===== src/sv/crcfc_pkg.sv =====
// Shared types, constants and the byte-wide CRC-32 update for the frame checker.
// No dependencies; imported by crcfc_frame_state and crc32_frame_checker.
package crcfc_pkg;

    localparam int unsigned BYTE_W     = 8;
    localparam int unsigned CRC_W      = 32;
    localparam int unsigned COUNT_W    = 4;
    localparam int unsigned FILL_W     = 3;
    localparam int unsigned CFG_IDX_W  = 2;
    localparam int unsigned OUT_DATA_W = 72;
    localparam int unsigned OUT_USER_W = 2;

    localparam logic [CRC_W-1:0]  CRC_POLY     = 32'h04C1_1DB7;
    localparam logic [CRC_W-1:0]  CRC_XOR_OUT  = 32'hFFFF_FFFF;
    localparam logic [CRC_W-1:0]  CRC_START_RST = 32'hFFFF_FFFF;
    localparam logic [COUNT_W-1:0] RETRY_LIMIT_RST = 4'd2;
    localparam logic [FILL_W-1:0] FILL_FULL    = 3'd4;

    localparam logic [CFG_IDX_W-1:0] REG_CRC_START   = 2'd0;
    localparam logic [CFG_IDX_W-1:0] REG_RETRY_LIMIT = 2'd1;

    typedef enum logic [1:0] {
        VERDICT_OK      = 2'd0,
        VERDICT_BAD     = 2'd1,
        VERDICT_GIVE_UP = 2'd2,
        VERDICT_SHORT   = 2'd3
    } t_verdict;

    typedef struct packed {
        t_verdict             verdict;
        logic [CRC_W-1:0]     computed_crc;
        logic [CRC_W-1:0]     received_crc;
        logic [COUNT_W-1:0]   retries_used;
    } t_result;

    // Direct-form shift register fed with the byte LSB first (reflected input).
    function automatic logic [CRC_W-1:0] crc_feed_byte(
        input logic [CRC_W-1:0]  acc,
        input logic [BYTE_W-1:0] data
    );
        logic [CRC_W-1:0] c;
        logic             top;
        c = acc;
        for (int k = 0; k < BYTE_W; k++) begin
            top = c[CRC_W-1] ^ data[k];
            c   = {c[CRC_W-2:0], 1'b0};
            if (top) begin
                c = c ^ CRC_POLY;
            end
        end
        return c;
    endfunction

    function automatic logic [CRC_W-1:0] reverse32(input logic [CRC_W-1:0] v);
        logic [CRC_W-1:0] r;
        for (int k = 0; k < CRC_W; k++) begin
            r[k] = v[CRC_W-1-k];
        end
        return r;
    endfunction

endpackage


===== src/sv/crcfc_frame_state.sv =====
// Per-frame state of the checker: CRC accumulator, trailer window, fill, bad count.
// Depends on crcfc_pkg; instantiated by crc32_frame_checker.
module crcfc_frame_state (
    input  logic                         i_clk,
    input  logic                         i_rst_n,
    input  logic                         i_step,
    input  logic [crcfc_pkg::BYTE_W-1:0] i_byte,
    input  logic                         i_last,
    input  logic [crcfc_pkg::CRC_W-1:0]  i_start_value,
    input  logic [crcfc_pkg::COUNT_W-1:0] i_retry_limit,
    output crcfc_pkg::t_result           o_result
);
    import crcfc_pkg::*;

    logic [CRC_W-1:0]   r_acc,    n_acc;
    logic [CRC_W-1:0]   r_window, n_window;
    logic [FILL_W-1:0]  r_fill,   n_fill;
    logic [COUNT_W-1:0] r_bad,    n_bad;

    logic [CRC_W-1:0]   fed_acc;
    logic [CRC_W-1:0]   shifted;
    logic [FILL_W-1:0]  fill_inc;
    logic [CRC_W-1:0]   final_crc;
    logic [COUNT_W:0]   bad_next;

    always_comb begin
        // Fold the byte leaving the window into the CRC once the window is full.
        fed_acc   = (r_fill >= FILL_FULL) ? crc_feed_byte(r_acc, r_window[BYTE_W-1:0]) : r_acc;
        shifted   = {i_byte, r_window[CRC_W-1:BYTE_W]};
        fill_inc  = (r_fill < FILL_FULL) ? r_fill + 3'd1 : r_fill;
        final_crc = reverse32(fed_acc) ^ CRC_XOR_OUT;
        bad_next  = {1'b0, r_bad} + 5'd1;

        o_result.retries_used = r_bad;
        o_result.verdict      = VERDICT_SHORT;
        o_result.computed_crc = '0;
        o_result.received_crc = '0;
        n_bad                 = r_bad;

        if (fill_inc >= FILL_FULL) begin
            o_result.computed_crc = final_crc;
            o_result.received_crc = shifted;
            if (final_crc == shifted) begin
                o_result.verdict = VERDICT_OK;
                n_bad            = '0;
            end else if (bad_next >= {1'b0, i_retry_limit}) begin
                o_result.verdict = VERDICT_GIVE_UP;
                n_bad            = '0;
            end else begin
                o_result.verdict = VERDICT_BAD;
                n_bad            = bad_next[COUNT_W-1:0];
            end
        end

        if (i_last) begin
            n_acc    = i_start_value;
            n_window = '0;
            n_fill   = '0;
        end else begin
            n_acc    = fed_acc;
            n_window = shifted;
            n_fill   = fill_inc;
            n_bad    = r_bad;
        end
    end

    always_ff @(posedge i_clk) begin
        if (!i_rst_n) begin
            r_acc    <= CRC_START_RST;
            r_window <= '0;
            r_fill   <= '0;
            r_bad    <= '0;
        end else if (i_step) begin
            r_acc    <= n_acc;
            r_window <= n_window;
            r_fill   <= n_fill;
            r_bad    <= n_bad;
        end
    end

endmodule


===== config.mk =====
export PLATFORM = sky130hd
export DESIGN_NAME = crcfc_frame_state
export DESIGN_NICKNAME = d
export VERILOG_FILES = /design/src/sv/crcfc_pkg.sv /design/src/sv/crcfc_frame_state.sv
export SDC_FILE = /design/constraint.sdc
export NUM_CORES = 1
export LEC_CHECK = 0
export BUFFER_PORTS_ARGS = -buffer_cell sky130_fd_sc_hd__clkbuf_2
export CAP_MARGIN = 40
export CELL_PAD_IN_SITES_DETAIL_PLACEMENT = 0
export CELL_PAD_IN_SITES_GLOBAL_PLACEMENT = 1
export CORE_MARGIN = 4
export CORE_UTILIZATION = 44
export DETAILED_ROUTE_END_ITERATION = 12
export PLACE_DENSITY = 0.85
export SLEW_MARGIN = 10
export SYNTH_ARGS = -nofsm -noshare
export SYNTH_HDL_FRONTEND = slang
export SYNTH_SLANG_ARGS = --single-unit

===== constraint.sdc =====
create_clock -name i_clk -period 9.18 [get_ports i_clk]
set_input_delay 1.377 -clock i_clk [delete_from_list [all_inputs] [get_ports i_clk]]
set_output_delay 1.377 -clock i_clk [all_outputs]
set_load 0.05 [all_outputs]

==> reports/results.ini <==
[clock_tree]
cts_tree=built
path_clk_slew_ns=0.06
clockBufferDepth=2
cts_root_buf=clkbuf_16
clock_latency_ns=0.34
numCtsBuffers=9
cts_sinks=71
post_cts_buffers=0
cts_hold_buffers=0
cts_htree_levels=3
cts_resized=0

[yosys]
synth_edf_count=0
synth-seq-cells=71
synthSimpleGateAreaFrac_pct=20.1
ys_seq_area_share_pct=25.3
synth_top_family_by_area=XOR/XNOR gates
synth_xor_area_share_pct=22.4
synthAdderAreaFrac_pct=1.56
synth_compound_area_share_pct=16.5
avgSynthCellArea_um2=7.94
synth_cells=706
ys_warn_count=0
syn_area_um2=5610
ys_dominant_reg_cell=dfxtp_1
syn_nets=761
muxShareOfSynthArea_pct=7.47
async_reset_ff_share_pct=0
ys_types=56

[route]
ant_nets=0
firstDrtPassIters=5
routed_wl_mm=19.8
drc=0
viasPerCell=5.58
routedWlPerCell_um=20.4
via_count=5409
drt-initial-drc-count=486

[floorplan]
die_area_um2=14600
fp.dieW_um=121
num_rows=40
die_h_um=121
start_util_pct=45.7
core_area_um2=12300
io_pins=118

[grt]
grt_pass1_vias=5180
top_usage_layer=met2
grt_pass1_wl_mm=30.3
grt_max_degree=90
grtUsageMet3_pct=5.45
antenna_found_initial=0
grt_overflow_total=0
met1_usage_pct=38.8
grt_use_met2_pct=41.8
grt_usage_pct=27.4

[critical_path]
crit_slowest_cell=o21ai_0
worst-path-buf-inv=1
critPathTopFamily=XOR/XNOR gates
crit_path_end_kind=primary output
r2r_start=r_acc[25]
required_ns=7.80
startpoint_type=flop
startpoint=r_acc[25]
worstPathArrival_ns=3.93
crit_chain=xnor2_2, xnor2_1, xnor2_1, xnor2_1, o21ai_0, o221ai_1, or4_4, nor2_1, o22ai_1, clkbuf_2
crit_type=reg2out
critPathMaxStageDelay_ns=0.70
cp_max_fo=6
crit_path_frequent_cell=xnor2_1

[placed_design]
dp_cells=953
gp_congestion=0.975
hpwl_mm=15.2
placed_cell_area_um2=6290
io_buffers=117

[min_path]
worstHoldPathType=reg2reg
worstHoldStart=r_bad[1]

[timing]
period_needed_ns=5.31
worst_pin_slew_ns=0.870
max_freq_ghz=0.188
finClkSkew_ns=0.00706
fin_crit_sh_pct=57.8
rsz0062_at_grt=no
setup_viol=0
final-hold-violation-count=0
maxSlewViolCount=0
slew_headroom_pct=41.4
setup_tns_ns=0

[layout]
layout_commonest_cell=clkbuf_2
fin_cells=969
layout_common_cells=clkbuf_2 (116), nand2_1 (107), dfxtp_1 (70), nor2_1 (69), xnor2_1 (53)
final_area_um2=6600
final_nets=851
layout-drive-gt1-share_pct=21.6
fillCellCount=1209
syn2layout_area_growth_pct=17.6
antenna_cells=0

[status]
status=completed

[pwr]
powerDensity_nw_per_um2=139
ir_worst_vdd_mv=0.103
total_leakage_power_nw=2.81
power.total_uw=916

[flow_run]
cap_violations=0

state kept, by name (all words and copies together), names as in the netlist:
| name | cells |
|---|---|
| r_acc | 32 |
| r_fill | 3 |
| r_window | 32 |
| r_bad | 4 |
logic make-up (layout without fill, tap and decap cells):
logic type / after synthesis / count (layout)
DFF: 71 / 71
AOI/OAI and AO/OA: 143 / 143
muxes: 40 / 40
adders and majority gates: 7 / 7
buffers and inverters: 97 / 192
xor gates and xnor gates: 97 / 97
and+or+nand+nor: 251 / 251
worst paths after layout:
| kind | end | slack, ns | depth (start not counted) |
|---|---|---|---|
| worst max-delay path | o_result[69] | 3.87 | 10 |
| worst min-delay path | r_bad[1] | 0.50 | 2 |
| worst max register to register | r_bad[0] | 5.62 | 9 |
| worst min register to register | r_bad[1] | 0.50 | 2 |
layer usage:
layer	wire length, µm	share of wire, %
met2	8910	45
met5	0	0
met4	476	2.4
met1	8910	45
met3	1510	7.6
cell usage after synthesis (all sizes together) (2+ instances only):
| library cell | count | area (µm²) |
|---|---|---|
| nand2 | 107 | 402 |
| dfxtp | 71 | 1420 |
| nor2 | 70 | 263 |
| xnor2 | 62 | 644 |
| inv | 53 | 199 |
| o21ai | 45 | 225 |
| o22ai | 36 | 225 |
| clkbuf | 35 | 131 |
| and2 | 32 | 200 |
| mux2i | 25 | 250 |
| xnor3 | 18 | 405 |
| mux2 | 15 | 169 |
| xor2 | 15 | 158 |
| nor2b | 14 | 87.6 |
| o211ai | 13 | 103 |
| a21oi | 12 | 63.8 |
| buf | 9 | 41.3 |
| nand3 | 9 | 45.0 |
| ha | 7 | 87.6 |
| nand2b | 7 | 43.8 |
| a22oi | 4 | 30.0 |
| a31oi | 4 | 25.0 |
| o2111ai | 4 | 35.0 |
| a211oi | 3 | 22.5 |
| a21o | 3 | 22.5 |
| a221oi | 3 | 26.3 |
| nand4 | 3 | 18.8 |
| a2111oi | 2 | 17.5 |
| and3 | 2 | 12.5 |
| nor3 | 2 | 10.0 |
| o21a | 2 | 15.0 |
| o221ai | 2 | 17.5 |
| or4 | 2 | 22.5 |
| xor3 | 2 | 47.6 |
where the power goes:
| part | internal, mW | switching [mW] |
|---|---|---|
| sequential | 0.319 | 0.0168 |
| combinational | 0.0992 | 0.120 |
| clock | 0.226 | 0.136 |
| total | 0.644 | 0.273 |
area by class of cell:
class	instances	area (µm²)	area share (%)
Sequential cell	71	1420	21.6
Multi-Input combinational cell	538	3820	57.9
Inverter	53	199	3.02
Timing Repair Buffer	123	633	9.60
Clock buffer	12	256	3.89
Clock inverter	4	53.8	0.815
Tap cell	168	210	3.19
per-stage QoR:
step                      hold WS [ns]  utilization, %  setup slack (ns)
after global routing             0.538            53.8              3.79
after global placement           0.476            51.3              4.20
after floorplan                  0.464               -              4.53
after detailed placement         0.496            51.3              4.19
after CTS                        0.504            53.8              3.96
final                            0.502            53.8              3.87
worst min-delay path, delay by kind of cell, from the launching register on:
family,cells,cell delay [ns]
and+or+nand+nor,1,0.06
AOI/OAI and AO/OA,1,0.05
DFF,1,0.34
Note: power is estimated with default switching activity, not from simulation.
